File: config.mk
export PLATFORM = sky130hd
export DESIGN_NAME = fir_lowpass_16tap_top
export DESIGN_NICKNAME = d
export VERILOG_FILES = /design/src/hw/rtl/firlp_pkg.sv /design/src/hw/rtl/firlp_ctrl.sv /design/src/hw/rtl/firlp_dp.sv /design/src/hw/rtl/fir_lowpass_16tap_top.sv
export SDC_FILE = /design/constraint.sdc
export NUM_CORES = 1
export LEC_CHECK = 0
export BUFFER_PORTS_ARGS = -buffer_cell sky130_fd_sc_hd__buf_2
export CAP_MARGIN = 20
export CORE_ASPECT_RATIO = 0.6
export CORE_MARGIN = 2
export CORE_UTILIZATION = 35
export CTS_CLUSTER_DIAMETER = 100
export DETAILED_ROUTE_END_ITERATION = 10
export MAX_ROUTING_LAYER = met4
export PLACE_DENSITY_LB_ADDON = 0.15
export SKIP_LAST_GASP = 1
export SLEW_MARGIN = 20
export SYNTH_ARGS = -nofsm -noshare
export SYNTH_HDL_FRONTEND = slang
export SYNTH_SLANG_ARGS = --single-unit
File: constraint.sdc
create_clock -name clk -period 9.2 [get_ports clk]
set_clock_uncertainty 0.1 [all_clocks]
set_input_delay 1.38 -clock clk [delete_from_list [all_inputs] [get_ports clk]]
set_output_delay 1.38 -clock clk [all_outputs]
set_load 0.005 [all_outputs]
File: src/hw/rtl/firlp_pkg.sv
package firlp_pkg;

  // number of nonzero coefficients, one mac step each
  localparam int unsigned NCOEF = 16;
  localparam int unsigned TAP_W = 4;

  localparam int unsigned SAMP_W = 16;
  localparam int unsigned COEF_W = 14;
  localparam int unsigned PROD_W = SAMP_W + COEF_W;
  localparam int unsigned ACC_W  = 32;
  localparam int unsigned FRAC_BITS = 15;

  localparam logic signed [ACC_W-1:0] ROUND_HALF = 32'sd16384;
  localparam logic signed [ACC_W-1:0] SAT_MAX    = 32'sd32767;
  localparam logic signed [ACC_W-1:0] SAT_MIN    = -32'sd32768;

  typedef enum logic [1:0] {
    S_IDLE,
    S_MAC,
    S_DRAIN,
    S_FIN
  } state_t;

  // commands from controller to datapath
  typedef struct packed {
    logic             load;  // take new word, start a pass
    logic             rd;    // read one delay-line entry
    logic             mac;   // accumulate the entry read last cycle
    logic             fin;   // round, saturate, load output, advance pointer
    logic [TAP_W-1:0] tap;   // tap index of the read
  } cmd_t;

  // symmetric low-pass coefficients, Q15
  function automatic logic signed [COEF_W-1:0] coef(input logic [TAP_W-1:0] k);
    logic signed [COEF_W-1:0] c;
    case (k)
      4'd0, 4'd15: c = 14'sd279;
      4'd1, 4'd14: c = 14'sd436;
      4'd2, 4'd13: c = 14'sd875;
      4'd3, 4'd12: c = 14'sd1544;
      4'd4, 4'd11: c = 14'sd2336;
      4'd5, 4'd10: c = 14'sd3113;
      4'd6, 4'd9:  c = 14'sd3730;
      4'd7, 4'd8:  c = 14'sd4071;
      default:     c = '0;
    endcase
    return c;
  endfunction

endpackage

File: src/hw/rtl/firlp_ctrl.sv
module firlp_ctrl (
  input  logic              clk,
  input  logic              rst_n,
  input  logic              in_valid,
  output logic              in_ready,
  output logic              out_valid,
  input  logic              out_ready,
  output firlp_pkg::cmd_t   cmd
);

  firlp_pkg::state_t             state_r, state_nxt;
  logic [firlp_pkg::TAP_W-1:0]   cnt_r, cnt_nxt;
  logic                          out_valid_r, out_valid_nxt;
  logic                          can_fin;

  // state, tap counter and output valid
  always_ff @(posedge clk) begin
    if (!rst_n) begin
      state_r     <= firlp_pkg::S_IDLE;
      cnt_r       <= '0;
      out_valid_r <= 1'b0;
    end else begin
      state_r     <= state_nxt;
      cnt_r       <= cnt_nxt;
      out_valid_r <= out_valid_nxt;
    end
  end

  assign can_fin = !out_valid_r || out_ready;

  // next state and commands
  always_comb begin
    state_nxt = state_r;
    cnt_nxt   = cnt_r;
    in_ready  = 1'b0;
    cmd       = '0;
    cmd.tap   = cnt_r;
    case (state_r)
      firlp_pkg::S_IDLE: begin
        in_ready = 1'b1;
        if (in_valid) begin
          cmd.load  = 1'b1;
          cnt_nxt   = '0;
          state_nxt = firlp_pkg::S_MAC;
        end
      end
      firlp_pkg::S_MAC: begin
        cmd.rd  = 1'b1;
        cmd.mac = (cnt_r != '0);
        cnt_nxt = cnt_r + 1'b1;
        if (cnt_r == firlp_pkg::TAP_W'(firlp_pkg::NCOEF - 1)) begin
          state_nxt = firlp_pkg::S_DRAIN;
        end
      end
      firlp_pkg::S_DRAIN: begin
        cmd.mac   = 1'b1;
        state_nxt = firlp_pkg::S_FIN;
      end
      firlp_pkg::S_FIN: begin
        if (can_fin) begin
          cmd.fin   = 1'b1;
          state_nxt = firlp_pkg::S_IDLE;
        end
      end
      default: begin
        state_nxt = firlp_pkg::S_IDLE;
      end
    endcase
  end

  // output word held until taken
  always_comb begin
    if (cmd.fin) begin
      out_valid_nxt = 1'b1;
    end else begin
      out_valid_nxt = out_valid_r && !out_ready;
    end
  end

  assign out_valid = out_valid_r;

endmodule

File: src/hw/rtl/firlp_dp.sv
module firlp_dp #(
  parameter int unsigned TAPS = 16
) (
  input  logic                    clk,
  input  logic                    rst_n,
  input  firlp_pkg::cmd_t         cmd,
  input  logic signed [15:0]      sample_in,
  output logic signed [15:0]      sample_out
);

  localparam int unsigned PTR_W = $clog2(TAPS);
  localparam logic [PTR_W-1:0] PTR_LAST = PTR_W'(TAPS - 1);

  // delay line, valid bits stand in for the zero reset
  logic signed [15:0]              mem [TAPS];
  logic [TAPS-1:0]                 vld_r;
  logic [PTR_W-1:0]                wp_r;
  logic [PTR_W-1:0]                rp_r;
  logic signed [15:0]              rd_data_r;
  logic                            rd_vld_r;
  logic [firlp_pkg::TAP_W-1:0]     tap_d_r;
  logic signed [firlp_pkg::ACC_W-1:0] acc_r, acc_nxt;
  logic signed [15:0]              out_r;

  logic signed [15:0]                  samp;
  logic signed [firlp_pkg::COEF_W-1:0] c;
  logic signed [firlp_pkg::PROD_W-1:0] prod;
  logic signed [firlp_pkg::ACC_W-1:0]  biased;
  logic signed [firlp_pkg::ACC_W-1:0]  shifted;
  logic signed [15:0]                  sat;

  // memory write and registered read
  always_ff @(posedge clk) begin
    if (cmd.load) begin
      mem[wp_r] <= sample_in;
    end
    if (cmd.rd) begin
      rd_data_r <= mem[rp_r];
    end
  end

  // valid bits, pointers
  always_ff @(posedge clk) begin
    if (!rst_n) begin
      vld_r    <= '0;
      wp_r     <= '0;
      rd_vld_r <= 1'b0;
    end else begin
      if (cmd.load) begin
        vld_r[wp_r] <= 1'b1;
      end
      if (cmd.rd) begin
        rd_vld_r <= vld_r[rp_r];
      end
      if (cmd.fin) begin
        wp_r <= (wp_r == PTR_LAST) ? '0 : wp_r + 1'b1;
      end
    end
  end

  // read pointer walks back from the newest word
  always_ff @(posedge clk) begin
    if (cmd.load) begin
      rp_r <= wp_r;
    end else if (cmd.rd) begin
      rp_r <= (rp_r == '0) ? PTR_LAST : rp_r - 1'b1;
    end
    if (cmd.rd) begin
      tap_d_r <= cmd.tap;
    end
  end

  // multiply-accumulate
  assign samp = rd_vld_r ? rd_data_r : '0;
  assign c    = firlp_pkg::coef(tap_d_r);
  assign prod = c * samp;

  always_comb begin
    acc_nxt = acc_r;
    if (cmd.load) begin
      acc_nxt = '0;
    end else if (cmd.mac) begin
      acc_nxt = acc_r + firlp_pkg::ACC_W'(prod);
    end
  end

  always_ff @(posedge clk) begin
    acc_r <= acc_nxt;
  end

  // round half up, floor shift, saturate
  assign biased  = acc_r + firlp_pkg::ROUND_HALF;
  assign shifted = biased >>> firlp_pkg::FRAC_BITS;

  always_comb begin
    if (shifted > firlp_pkg::SAT_MAX) begin
      sat = 16'sh7fff;
    end else if (shifted < firlp_pkg::SAT_MIN) begin
      sat = 16'sh8000;
    end else begin
      sat = shifted[15:0];
    end
  end

  // output register
  always_ff @(posedge clk) begin
    if (cmd.fin) begin
      out_r <= sat;
    end
  end

  assign sample_out = out_r;

endmodule

File: src/hw/rtl/fir_lowpass_16tap_top.sv
// channel  | ports                              | word
// input    | in_valid, in_ready, in_sample_in   | one Q15 sample
// result   | out_valid, out_ready, out_sample_out | one filtered Q15 sample
//
// the word is written into the delay line at its accept edge; 16 steps of the single
// shared multiply-accumulate, one drain step and one round/saturate step follow, and
// the result is then valid; a new word is taken only after that whole pass has ended.
// reset (rst_n, synchronous) clears the delay-line valid bits, so the line reads as zero.
// a waiting result does not block the next word; the block holds in the
// final step only while the output register is full and out_ready is low.
module fir_lowpass_16tap_top #(
  parameter int unsigned TAPS = 16
) (
  input  logic               clk,
  input  logic               rst_n,
  input  logic               in_valid,
  output logic               in_ready,
  input  logic signed [15:0] in_sample_in,
  output logic               out_valid,
  input  logic               out_ready,
  output logic signed [15:0] out_sample_out
);

  firlp_pkg::cmd_t cmd;

  // sequencer
  firlp_ctrl u_ctrl (
    .clk       (clk),
    .rst_n     (rst_n),
    .in_valid  (in_valid),
    .in_ready  (in_ready),
    .out_valid (out_valid),
    .out_ready (out_ready),
    .cmd       (cmd)
  );

  // delay line and mac
  firlp_dp #(
    .TAPS (TAPS)
  ) u_dp (
    .clk        (clk),
    .rst_n      (rst_n),
    .cmd        (cmd),
    .sample_in  (in_sample_in),
    .sample_out (out_sample_out)
  );

endmodule
# Word-level counts from Yosys, hierarchy flattened
# Memory sizes are Yosys's and may differ from the RTL's. A register that Yosys moved wholly into a read port is not among the register bits.
# Cells that the tools add are included.
op_classes:
  add_sub_neg: 5
  mul: 1
  magnitude_cmp: 5
  eq_ne: 8
  muxes: 27
  bitwise_logic: 1
  n_reduce_logical: 12
ops:
  columns: ["op", "n"]
  rows:
  - ["32-bit by 16-bit adder with 32-bit output, second input constant", 1]
  - ["32-bit by 30-bit adder with 32-bit output", 1]
  - ["16-bit 2-to-1 mux", 2]
  - ["14-bit by 16-bit multiplier with 30-bit output", 1]
  - ["4-bit 2-to-1 mux", 6]
  - ["17-bit by 16-bit greater-than comparator with 1-bit output, second input constant", 1]
  - ["17-bit by 16-bit < comparator with 1-bit output, second input constant", 1]
  - ["16-bit OR", 1]
  - ["1-bit 2-to-1 mux", 11]
  - ["4-bit by 5-bit < comparator with 1-bit output, second input constant", 2]
  - ["4-bit by 1-bit adder with 4-bit output, second input constant", 2]
  - ["4-bit equality test, second input constant", 2]
  - ["2-bit case mux with 4 select lines", 1]
  - ["4-bit case mux with 2 select lines", 1]
  - ["2-bit 2-to-1 mux", 3]
  - ["1-bit binary-select mux with 4-bit select", 1]
  - ["1-bit demux with 4-bit select", 1]
  - ["2-bit equality test, second input constant", 2]
  - ["4-bit by 1-bit greater-or-equal comparator with 1-bit output, second input constant", 1]
  - ["4-bit logical NOT", 1]
  - ["2-bit by 1-bit inequality test with 1-bit output, second input constant", 2]
  - ["2-bit nonzero test", 2]
  - ["4-bit nonzero test", 1]
  - ["4-bit by 1-bit subtractor with 4-bit output, second input constant", 1]
  - ["other kinds (9)", 11]
totals:
  regBits: 84
  ramBits: 256
  rom_bits: 192
  in_bits: 20
  out_inout_bits: 18
  elab_cells: 71
  mem_count: 2
mem_list:
  columns: ["name", "words", "word_bits", "read_ports", "rd_clocked_by_memory_dff", "write_ports", "line_no", "text"]
  rows:
  - ["u_dp.mem", 16, 16, 1, 1, 1, "firlp_dp.sv:15", "logic signed [15:0] mem [TAPS];"]
  - ["(no name shown)", 16, 12, 1, 1, 0, "firlp_pkg.sv:36", "case (k)"]

# Depth between registers and ports, before layout
# Gate-level depths: netlist of run 1.
depth:
  depth_word: 5
  depth_mapped: 25
  depth_no_buf: 24

# Hierarchy
# From an unflattened synthesis of run 1, not the netlist that was laid out.
unflattened:
  cells_unflattened: 1814
  area_unflattened_um2: 23586.4
by_module_without_submodules:
  columns: ["mod", "instances", "cells_each", "area_per_inst_um2"]
  rows:
  - ["firlp_dp", 1, 1760, 23113.4]
  - ["firlp_ctrl", 1, 54, 473.0]

# Least setup slack after synthesis of run 1
# No wires, ideal clock.
synth_path:
  kind: "register to register"
  from: "register u_dp.rd_data_r[15] (read register of u_dp.mem)"
  to: "register u_dp.acc_r[31] (netlist name)"
  setup_time_ps: 133
  arrival_time_ps: 6349
  setup_slack_ps: 2618
  stages_incl_launch_ff: 23
  period_less_slack_ps: 6582
  cell_sequence: "edfxtp_1 -> and2_1 -> nand2_1 -> inv_1 -> fa_1 -> inv_1 -> fa_1 -> inv_1 -> fa_1 -> fa_1 -> fa_1 -> inv_1 -> fa_1 -> inv_1 -> ha_1 -> o21ai_0 -> o21ai_1 -> o2111ai_1 -> a31o_2 -> o41ai_2 -> a31oi_1 -> xnor2_1 -> a21oi_1"
synth_between:
  elab_chain_cells: 3
synth_lines:
  columns: ["element", "line_no", "text"]
  rows:
  - ["from (decl)", "firlp_dp.sv:19", "logic signed [15:0] rd_data_r;"]
  - ["16-bit 2-to-1 mux", "firlp_dp.sv:74", "assign samp = rd_vld_r ? rd_data_r : '0;"]
  - ["14-bit by 16-bit multiplier with 30-bit output", "firlp_dp.sv:76", "assign prod = c * samp;"]
  - ["32-bit by 30-bit adder with 32-bit output", "firlp_dp.sv:83", "acc_nxt = acc_r + firlp_pkg::ACC_W'(prod);"]
  - ["to (signal assigned)", "firlp_dp.sv:88", "acc_r <= acc_nxt;"]
  - ["to (decl)", "firlp_dp.sv:22", "logic signed [firlp_pkg::ACC_W-1:0] acc_r, acc_nxt;"]
# Every way passes these cells.
# A chain may end at the register's enable or synchronous reset.

# Final worst setup path of run 1
layout_path:
  from: "register u_dp.rd_vld_r"
  to: "register u_dp.acc_r[31] (netlist name)"
layout_between:
  elab_chain_cells: 3
layout_lines:
  columns: ["element", "line_no", "text"]
  rows:
  - ["from (decl)", "firlp_dp.sv:20", "logic rd_vld_r;"]
  - ["from (signal assigned)", "firlp_dp.sv:53", "rd_vld_r <= vld_r[rp_r];"]
  - ["16-bit 2-to-1 mux", "firlp_dp.sv:74", null]
  - ["14-bit by 16-bit multiplier with 30-bit output", "firlp_dp.sv:76", null]
  - ["32-bit by 30-bit adder with 32-bit output", "firlp_dp.sv:83", null]
# Every way passes these cells.

==> results of run 1 <==
==> cell usage after synthesis, types with 19 or more instances <==
library cell,count
edfxtp_1,296
inv_1,265
fa_1,234
nand2_1,162
and3_1,113
ha_1,99
mux4_2,86
dfxtp_1,72
clkbuf_1,66
a21oi_1,53
nor2_1,41
o21ai_0,39
xnor2_1,28
and2_1,22
nand3_1,21
nor3_1,19
o21a_1,19
==> layout by cell type (no fill, tap or decap), types with 4 or more instances in the layout <==
| cell | synthesis | routed |
|---|---|---|
| nor4b_1 | 4 | 4 |
| nand2b_1 | 7 | 7 |
| a21o_1 | 12 | 12 |
| nor2_4 | 2 | 10 |
| nor3_2 | 1 | 5 |
| o21ai_1 | 6 | 6 |
| buf_2 | 9 | 37 |
| mux4_2 | 86 | 86 |
| nand3_1 | 21 | 21 |
| nor3_1 | 19 | 15 |
| clkinv_2 | 0 | 4 |
| nor2_2 | 0 | 4 |
| and2_1 | 22 | 21 |
| fa_1 | 234 | 234 |
| edfxtp_1 | 296 | 296 |
| clkbuf_1 | 66 | 9 |
| clkbuf_16 | 0 | 38 |
| a211oi_1 | 10 | 10 |
| o21a_1 | 19 | 19 |
| buf_4 | 0 | 19 |
| and3_1 | 113 | 113 |
| nor2b_1 | 11 | 10 |
| mux2i_1 | 8 | 8 |
| nand2_1 | 162 | 162 |
| xnor2_1 | 28 | 28 |
| inv_1 | 265 | 265 |
| xor2_1 | 12 | 12 |
| clkinv_1 | 0 | 5 |
| dfxtp_1 | 72 | 71 |
| a21oi_1 | 53 | 53 |
| a31oi_1 | 7 | 7 |
| mux2_2 | 4 | 4 |
| nor2_1 | 41 | 29 |
| ha_1 | 99 | 98 |
| or3_1 | 4 | 4 |
| o211ai_1 | 4 | 4 |
| o21ai_0 | 39 | 38 |
==> per-layer routing <==
layer / part of all wire [%] / vias up / GRT usage [%]
met5: 0 / - / -
met4: 1.4 / 0 / 3.24
met3: 6.6 / 60 / 3.12
met2: 37 / 418 / 22.7
met1: 55 / 7152 / 30.3
li1: - / 6257 / -
==> power by group through the flow <==
stage / logic [mW] / clock network [mW] / registers [mW]
2_1_floorplan: 1.14 / 0 / 2.12
3_3_place_gp: 1.50 / 0 / 2.35
3_5_place_dp: 1.51 / 0 / 2.35
4_1_cts: 1.52 / 1.54 / 2.32
5_1_grt: 1.64 / 1.60 / 2.34
6_report: 1.49 / 1.50 / 2.33
==> per-stage QoR <==
| stage | util (%) | worst slack, ns | power [mW] | hold slack [ns] |
|---|---|---|---|---|
| 4_1_cts | 39.0 | 1.63 | 5.37 | 0.363 |
| 3_3_place_gp | 37.2 | 1.76 | 3.84 | 0.343 |
| 5_1_grt | 39.0 | 1.18 | 5.58 | 0.384 |
| 2_1_floorplan | - | 2.62 | 3.25 | 0.335 |
| 6_report | 39.0 | 1.62 | 5.32 | 0.365 |
| 3_5_place_dp | 37.2 | 1.70 | 3.86 | 0.349 |
==> cells by family (layout without fill, tap and decap cells) <==
kind of cell    after synthesis  count (layout)  synth area share, %
compound gates              191             191                 5.37
xor+xnor                     41              41                 1.56
fa+ha+maj                   334             334                 25.3
buf+inv                     350             389                 5.70
flops                       368             368                 44.1
mux                          98              98                 8.80
simple gates                423             423                 9.20
==> state kept, by name, indices dropped and copies added (netlist names), 4 cells and up <==
register,cells
u_dp.vld_r,16
u_dp.wp_r,4
u_dp.rd_data_r,16
u_dp.sample_out,16
u_dp.acc_r,32
u_dp.c,12
u_dp.rp_r,4
u_dp.mem,256
u_dp.tap_d_r,4
u_ctrl.cnt_r,4
==> final cells by class <==
cell class	count	share of cell area, %
Clock buffer	50	3.97
Clock inverter	17	0.639
Inverter	266	3.86
Multi-Input combinational cell	1087	46.0
Sequential cell	368	40.0
Tap cell	900	4.36
Timing Repair Buffer	56	1.27
==> path summary, 6_finish.rpt <==
kind / start / to / slack [ns] / cells after the start
setup / recovery: u_dp.rd_vld_r / u_dp.acc_r[31] / 1.62 / 21
hold / removal: u_dp.vld_r[3] / u_dp.vld_r[3] / 0.36 / 1
hold reg to reg: u_dp.vld_r[3] / u_dp.vld_r[3] / 0.36 / 1
setup reg to reg: u_dp.rd_vld_r / u_dp.acc_r[31] / 1.62 / 21
==> summary.md, run 1 <==
| Metric | Value |
|---|---|
| DRT iter0 DRCs | 1238 |
| FF/Latch Area | 0.0103 mm² |
| CTS Hold Buffers Added | 0 |
| Worst path required time | 9.53 ns |
| Post-synthesis cell type count | 75 |
| Clock transition at path regs | 0.07 ns |
| Post-CTS sizing | 0 |
| Sequential fraction of the synthesis area | 44.1% |
| Yosys reg bits | 368 |
| Post-CTS setup buffers | 0 |
| TritonCTS buffer count | 38 |
| Post-Syn Nets | 2158 |
| Sequential power share | 43.7% |
| Max-Cap Viols | 0 |
| Area Overhead vs Synth | 10.3% |
| Antenna diodes | 0 |
| Vias in the first global route | 14184 |
| RSZ-0062 raised after global routing | false |
| Peak supply drop | 136 µV |
| Worst path cell trace | buf_4 -> and2_1 -> nand2_1 -> fa_1 -> inv_1 -> fa_1 -> fa_1 -> fa_1 -> fa_1 -> inv_1 -> fa_1 -> inv_1 -> ha_1 -> o21ai_0 -> o21ai_1 -> o2111ai_1 -> a31o_2 -> o41ai_2 -> a31oi_1 -> xnor2_1 -> a21oi_1 |
| CTS max path bufs | 3 |
| Fillers | 6253 |
| Placed Instances | 2677 |
| DR WL/cell | 21.6 µm |
| Delay-heaviest family, CP | adder cells |
| Fmax | 132 MHz |
| RD Place Congestion | 0.842 |
| Core Box Area | 0.0662 mm² |
| FP Rows | 73 |
| Initial antenna violation count | 1 |
| Root Buffer | clkbuf_16 |
| Number of enable flip-flop cells after synthesis | 296 |
| Cell internal pwr | 3.47 mW |
| Synth async-reset ratio | 0% |
| Syn avg cell area | 13.0 µm² |
| Post-Synthesis Cells | 1805 |
| Die Ht | 204 µm |
| Main flop type after synthesis | edfxtp_1 |
| Post-layout min period | 7.58 ns |
| Area of the multi-input gates | 0.0119 mm² |
| Post-route cell area | 0.0259 mm² |
| CP arrival | 7.92 ns |
| Critical path's slowest cell | dfxtp_2 |
| Nets | 2170 |
| Most area-consuming cells after synthesis | edfxtp_1 38%, fa_1 20%, mux4_2 8.3% |
| H-tree depth | 2 |
| Worst hold path class | reg2reg |
| Final Slew Violations | 0 |
| Total Routing Usage GR | 18.3% |
| Non-Filler Instances | 2744 |
| CTS tree | yes |
| Synth top area share | 37.9% |
| Critical Path Max Stage Delay | 0.71 ns |
| Final Hold Viols | 0 |
| Worst setup EP type | flip-flop |
| Setup tns final | 0 ns |
| Startpoint types | flip-flop |
| Synth Warn # | 0 |
| Io pins | 38 |
| Chip width | 338 µm |
| # setup viols final | 0 |
| Clock latency at the later pin of the worst-skew pair | 0.58 ns |
| Slew margin rel. | 28.8% |
| Vias | 13887 |
| Share of layout cells above drive strength 1 | 13.1% |
| Post-Route WL | 59.2 mm |
| Largest net degree at the start of global routing | 90 |
| Die area | 0.0691 mm² |
| Least-Margin Pin Slew | 1.07 ns |
| Cell mode on critical path | fa_1 |
| Critical Path Fanout Max | 89 |
| Leak Pwr | 10.5 nW |
| Setup Crit Path Kind | reg2reg |
| Fin crit share | 82.4% |
| First-pass GRT wire length | 91.6 mm |
| Logic pwr share | 28.0% |
| Post-Syn Area | 0.0234 mm² |
| Buffers & Inverters on Critical Path | 4 |
| Yosys top cell by area | edfxtp_1 |
| Clock sink total | 368 |
| Initial DRT Pass Iterations | 5 |
| Final ANT Viol Nets | 0 |
| Sw frac | 34.8% |
| Outcome | complete, no violations |
| DRC Markers | 0 |
| Hpwl dp | 43.0 mm |
| IO buf count | 37 |
| Dpl cell area | 0.0247 mm² |
| Starting density of the core | 35.4% |
| Clock network power share | 28.3% |
| Grt ovf | 0 |
| Power Dens Cells | 206 mW/mm² |
| Avg Vias per Cell | 5.06 |
| Psw | 1.85 mW |
No activity file was read; power rests on OpenSTA's default activity.
==> inputs of run 2 (changes only) <==
Settings changed: ABC_AREA set to 1.
Clock period 9.2 ns to 6.8 ns, I/O delays scaled along.
==> run 2 against run 1 <==
  * Non-clock buffer count up 41
  * Highest routed layer unchanged
  * Synthesized area grew 3.2%
  * Final cell count rose by 27%
  * Synthesized cell count rose by 38%
  * Sequential share of layout area is 1.7 points lower
  * Critical path type unchanged
  * Largest power group is now combinational logic
  * Global-route usage increased by 2.8 points
  * Core utilization is 0.57 points higher
  * Sequential power grew 28%
  * Clock-buffer cell count down 6
  * Combinational power grew to 5.9 times the previous value
  * Final area increased by 4.5%
==> summary.md, run 2 <==
| Metric | Value |
|---|---|
| Max reg flops | 256 |
| Non-Filler Instances | 3496 |
| Initial DRT Pass Iterations | 5 |
| Power Dens Cells | 520 mW/mm² |
| Core Box Area | 0.0682 mm² |
| Final Slew Violations | 0 |
| Hpwl dp | 52.0 mm |
| Psw | 7.09 mW |
| Main flop type after synthesis | edfxtp_1 |
| Worst path required time | 7.20 ns |
| Leak Pwr | 11.6 nW |
| Power consumption | 14.0 mW |
| Post-CTS sizing | 0 |
| CP arrival | 6.70 ns |
| Worst hold path class | reg2reg |
| Avg Vias per Cell | 5.03 |
| CTS tree | yes |
| Post-Synthesis Cells | 2499 |
| CTS max path bufs | 3 |
| Syn avg cell area | 9.68 µm² |
| Startpoint types | flip-flop |
| Antenna diodes | 0 |
| Die area | 0.0713 mm² |
| Critical Path Fanout Max | 11 |
| Post-Syn Area | 0.0242 mm² |
| Commonest cells after routing, fill and taps aside | 427 x inv_1, 383 x nand2_1, 379 x nor2_1 |
| Post-synthesis cell type count | 40 |
| Sw frac | 50.5% |
| Largest net degree at the start of global routing | 113 |
| Fin crit share | 92.7% |
| Logic pwr share | 63.0% |
| Area Overhead vs Synth | 11.8% |
| Critical path's slowest cell | fa_1 |
| Vias | 17574 |
| Sequential fraction of the synthesis area | 42.7% |
| Clock latency at the later pin of the worst-skew pair | 0.60 ns |
| Max-Cap Viols | 0 |
| Clock network power share | 15.8% |
| H-tree depth | 2 |
| Die Ht | 208 µm |
| Synth Warn # | 0 |
| Fmax | 159 MHz |
| Post-CTS setup buffers | 0 |
| RSZ-0062 raised after global routing | false |
| Post-Syn Nets | 2852 |
| DR WL/cell | 20.2 µm |
| Critical Path Max Stage Delay | 0.56 ns |
| Vias in the first global route | 17620 |
| Worst setup EP type | flip-flop |
| Post-Route WL | 70.5 mm |
| First-pass GRT wire length | 111 mm |
| Reg with most FFs | u_dp.mem |
| Total Routing Usage GR | 21.1% |
| IO buf count | 37 |
| Placed Instances | 3423 |
| Setup Crit Path Kind | reg2reg |
| Grt ovf | 0 |
| Initial antenna violation count | 0 |
| # setup viols final | 0 |
| CTS Hold Buffers Added | 0 |
| Yosys reg bits | 368 |
| Peak supply drop | 217 µV |
| TritonCTS buffer count | 40 |
| Outcome | complete, no violations |
| Yosys top cell by area | edfxtp_1 |
| Least-Margin Pin Slew | 1.08 ns |
| Final ANT Viol Nets | 0 |
| Share of layout cells above drive strength 1 | 7.62% |
| Synth async-reset ratio | 0% |
| Nets | 2906 |
| Clock sink total | 368 |
| Chip width | 343 µm |
| DRT iter0 DRCs | 1635 |
| Slew margin rel. | 28.1% |
| Most area-consuming cells after synthesis | edfxtp_1 37%, fa_1 19%, inv_1 6.7% |
| Worst path cell trace | buf_4 -> nand2_1 -> nor2_1 -> fa_1 -> inv_1 -> buf_4 -> fa_1 -> inv_1 -> fa_1 -> fa_1 -> fa_1 -> fa_1 -> ha_1 -> nand2_1 -> nor2_1 -> inv_1 -> nor2_1 -> nand3_1 -> nand4_1 -> nand3_1 -> nand2_1 -> inv_1 |
| RD Place Congestion | 0.896 |
| Biggest regs | u_dp.mem (256), u_dp.acc_r (32) |
| Commonest cells post-synth | 429 x inv_1, 395 x nor2_1, 383 x nand2_1 |
| Root Buffer | clkbuf_16 |
| FP Rows | 74 |
| Setup tns final | 0 ns |
| Count leader, synth | inv_1 |
| Cell internal pwr | 6.95 mW |
| Clock transition at path regs | 0.06 ns |
| DRC Markers | 0 |
| Commonest non-fill, non-tap cell in the layout | inv_1 |
| Post-layout min period | 6.30 ns |
| Synth top area share | 36.8% |
| Starting density of the core | 35.4% |
| Number of enable flip-flop cells after synthesis | 296 |
| Sequential power share | 21.2% |
| Final Hold Viols | 0 |
| WHS | 0.366 ns |
| Cell mode on critical path | fa_1 |
| Io pins | 38 |
[run 2: cell count changes after synthesis, moves of 18 or more]
cell,change
inv_1,+164
mux4_2,-86
and3_1,-113
o221ai_1,+49
o21a_1,-19
nor2_1,+354
o22ai_1,+18
xnor2_1,-20
nand2_1,+221
nand3_1,+45
o21ai_0,+141
and2_1,-20
[run 2: kinds of logic (layout without fill, tap and decap cells)]
group | count (synthesis) | after routing | share of synthesized area (%)
AOI/OAI and AO/OA | 347 | 347 | 8.53
xor gates and xnor gates | 35 | 35 | 1.30
buffers and inverters | 519 | 604 | 8.15
DFF | 368 | 368 | 42.7
adders and majority gates | 333 | 333 | 24.5
and+or+nand+nor | 897 | 897 | 14.8
[run 2: final timing paths]
path              cells after the start  slack, ns      startpoint        endpoint
setup / recovery                     22       0.50   u_dp.rd_vld_r  u_dp.acc_r[25]
hold reg to reg                       2       0.37  u_dp.vld_r[14]  u_dp.vld_r[14]
hold / removal                        2       0.37  u_dp.vld_r[14]  u_dp.vld_r[14]
setup reg to reg                     22       0.50   u_dp.rd_vld_r  u_dp.acc_r[25]
[run 2: final cells by class]
type	instances	area (µm²)
Clock buffer	44	1020
Clock inverter	29	323
Fill cell	6753	41200
Inverter	434	1630
Multi-Input combinational cell	1612	11900
Sequential cell	368	10300
Tap cell	912	1140
Timing Repair Buffer	97	648
[run 2: layer usage]
metal	global-route usage, %	routed length (µm)	share of wire (%)	vias to the layer above
li1	-	-	-	8149
met1	34.6	37600	53	8777
met2	25.8	25900	37	598
met3	4.73	6170	8.8	50
met4	3.34	839	1.2	0
met5	-	0	0	-
[run 2: critical path, delay by kind of cell, from the launching register on]
kind	cells	cell delay, ns
flops	1	0.33
simple gates	9	1.53
buf+inv	6	0.81
fa+ha+maj	7	3.43
[run 2: metrics by stage]
| stage | utilization (%) | worst slack, ns | area [µm²] |
|---|---|---|---|
| after floorplan | - | 0.223 | 24200 |
| after global placement | 37.7 | 0.441 | 25700 |
| after CTS | 39.6 | 0.475 | 27000 |
| after detailed placement | 37.7 | 0.493 | 25700 |
| final | 39.6 | 0.499 | 27000 |
| after global routing | 39.6 | 0.0514 | 27000 |
[run 2: power by group through the flow]
stage | registers, mW | clock network (mW) | logic [mW]
after global routing | 3.00 | 2.37 | 10.0
after floorplan | 2.90 | 0 | 5.88
after detailed placement | 3.01 | 0 | 8.70
after global placement | 3.01 | 0 | 8.70
after CTS | 2.97 | 2.28 | 8.85
final | 2.98 | 2.22 | 8.84
==> inputs of run 3 (changes only) <==
==> constraint.sdc (replaced) <==
create_clock -name clk -period 6.8 [get_ports clk]
set_clock_uncertainty 0.1 [all_clocks]
set_input_delay 2.04 -clock clk [delete_from_list [all_inputs] [get_ports clk]]
set_output_delay 2.04 -clock clk [all_outputs]
set_load 0.005 [all_outputs]
==> run 3 against run 2 <==
  * Register-to-register slack lost 0.10 ns
  * Global-route usage shrank 0.17 points
  * Clock power shrank 6%
  * Largest power group unchanged
  * Highest routed layer unchanged
==> summary.md, run 3 (same netlist as run 2, synthesis figures left out) <==
| Metric | Value |
|---|---|
| Worst r2r src | u_dp.rd_vld_r |
| Setup tns final | 0 ns |
| Pre-CTS setup slack | 0.334 ns |
| H-tree depth | 2 |
| Power Dens Cells | 516 mW/mm² |
| DR WL/cell | 20.1 µm |
| Vias in the first global route | 17271 |
| CP arrival | 6.77 ns |
| Root Buffer | clkbuf_16 |
| Commonest cells after routing, fill and taps aside | 426 x inv_1, 382 x nand2_1, 379 x nor2_1 |
| Max reg flops | 256 |
| Final setup margin | 0.396 ns |
| Clock latency at the later pin of the worst-skew pair | 0.60 ns |
| # setup viols final | 0 |
| RSZ-0062 raised after global routing | false |
| Share of layout cells above drive strength 1 | 7.39% |
| Worst hold path class | reg2reg |
| Fmax | 156 MHz |
| Core Box Area | 0.0682 mm² |
| Worst setup EP type | flip-flop |
| Least-Margin Pin Slew | 1.08 ns |
| Chip width | 343 µm |
| RD Place Congestion | 0.897 |
| Antenna diodes | 0 |
| Grt ovf | 0 |
| Final ANT Viol Nets | 0 |
| Fin crit share | 94.2% |
| Critical Path Fanout Max | 11 |
| Startpoint types | flip-flop |
| Area Overhead vs Synth | 11.4% |
| Delay-heaviest family, CP | adder cells |
| Starting density of the core | 35.4% |
| Total Routing Usage GR | 20.9% |
| Slew margin rel. | 28.3% |
| Outcome | complete, no violations |
| Initial DRT Pass Iterations | 5 |
| Reg with most FFs | u_dp.mem |
| Leak Pwr | 11.5 nW |
| IO buf count | 37 |
| Initial antenna violation count | 0 |
| TritonCTS buffer count | 39 |
| CTS max path bufs | 3 |
| Buffers & Inverters on Critical Path | 7 |
| Fillers | 6737 |
| Biggest regs | u_dp.mem (256), u_dp.acc_r (32) |
| Hpwl dp | 51.9 mm |
| Post-layout min period | 6.40 ns |
| Vias | 17378 |
| Critical path's slowest cell | fa_1 |
| Commonest non-fill, non-tap cell in the layout | inv_1 |
| FF/Latch Area | 0.0103 mm² |
| First-pass GRT wire length | 109 mm |
| Peak supply drop | 233 µV |
| Final Hold Viols | 0 |
| Max-Cap Viols | 0 |
| Die area | 0.0713 mm² |
| Final Slew Violations | 0 |
| Largest net degree at the start of global routing | 101 |
| Hold Startpoint | u_dp.vld_r[6] |
| Setup Crit Path Kind | reg2reg |
| CTS tree | yes |
| Worst path cell trace | buf_12 -> nand2_1 -> inv_1 -> nand2_1 -> fa_1 -> inv_1 -> fa_1 -> inv_1 -> fa_1 -> inv_1 -> fa_1 -> fa_1 -> fa_1 -> ha_1 -> nand2_1 -> inv_1 -> a21oi_1 -> nand2_1 -> nand3b_1 -> nand2_1 -> nand2_1 -> o21ai_1 -> inv_1 |
| Die Ht | 208 µm |
| FP Rows | 74 |
| DRT iter0 DRCs | 1731 |
| Critical Path Max Stage Delay | 0.61 ns |
| Clock sink total | 368 |
| Avg Vias per Cell | 4.97 |
| Area of the multi-input gates | 0.0119 mm² |
| Nets | 2909 |
| DRC Markers | 0 |
| Worst path required time | 7.16 ns |
| CTS Hold Buffers Added | 0 |
| Post-Route WL | 70.3 mm |
| Clock transition at path regs | 0.06 ns |
| CP Launch Point | u_dp.rd_vld_r |
| Io pins | 38 |
[run 3: cell count changes in the layout (fill, tap and decap cells not counted), sizes merged]
cell and delta:
clkbuf +9, clkinv -7, buf +4, clkinvlp -3, bufinv -2, inv -1
[run 3: power breakdown]
part / internal, mW / switching (mW)
Combinational: 2.96 / 5.88
Clock: 1.17 / 0.913
Sequential: 2.75 / 0.230
Total: 6.87 / 7.02
[run 3: path summary, 6_finish.rpt]
kind	endpoint	cells past startpoint	slack (ns)
setup / recovery	u_dp.acc_r[21]	23	0.40
hold / removal	u_dp.vld_r[6]	2	0.37
setup reg to reg	u_dp.acc_r[21]	23	0.40
hold reg to reg	u_dp.vld_r[6]	2	0.37
[run 3: routing by layer]
metal | vias to the layer above | part of all wire (%) | GRT usage, %
li1 | 8156 | - | -
met3 | 60 | 7.8 | 3.11
met2 | 552 | 36 | 25.0
met4 | 0 | 1.1 | 3.18
met5 | - | 0 | -
met1 | 8610 | 55 | 36.0
[run 3: tightest hold or removal path: cells and delay by family (launching register included)]
kind,cells,cell delay [ns]
and+or+nand+nor,2,0.11
DFF,1,0.32
[run 3: per-stage QoR]
step                      total power [mW]  cell area (µm²)  hold slack (ns)  std cells  utilization, %
final                                 13.9            26900            0.367       3496            39.5
after global routing                  15.2            26900            0.395       3496            39.5
after CTS                             14.0            26900            0.368       3496            39.5
after detailed placement              11.7            25700            0.353       3427            37.7
after global placement                11.7            25700            0.345       3427            37.7
after floorplan                       8.78            24200            0.335       2499               -
[run 3: layout make-up]
type	count	area share [%]
Timing Repair Buffer	101	2.52
Tap cell	912	4.24
Clock inverter	16	0.650
Multi-Input combinational cell	1612	44.3
Sequential cell	368	38.4
Clock buffer	53	3.89
Inverter	434	6.05
[run 3: repair_timing]
action | in CTS | in global routing
resized for setup | 0 | 2
setup buffers | 0 | 0
endpoints found under the hold margin | 0 | 0
setup endpoints to repair | 0 | 2
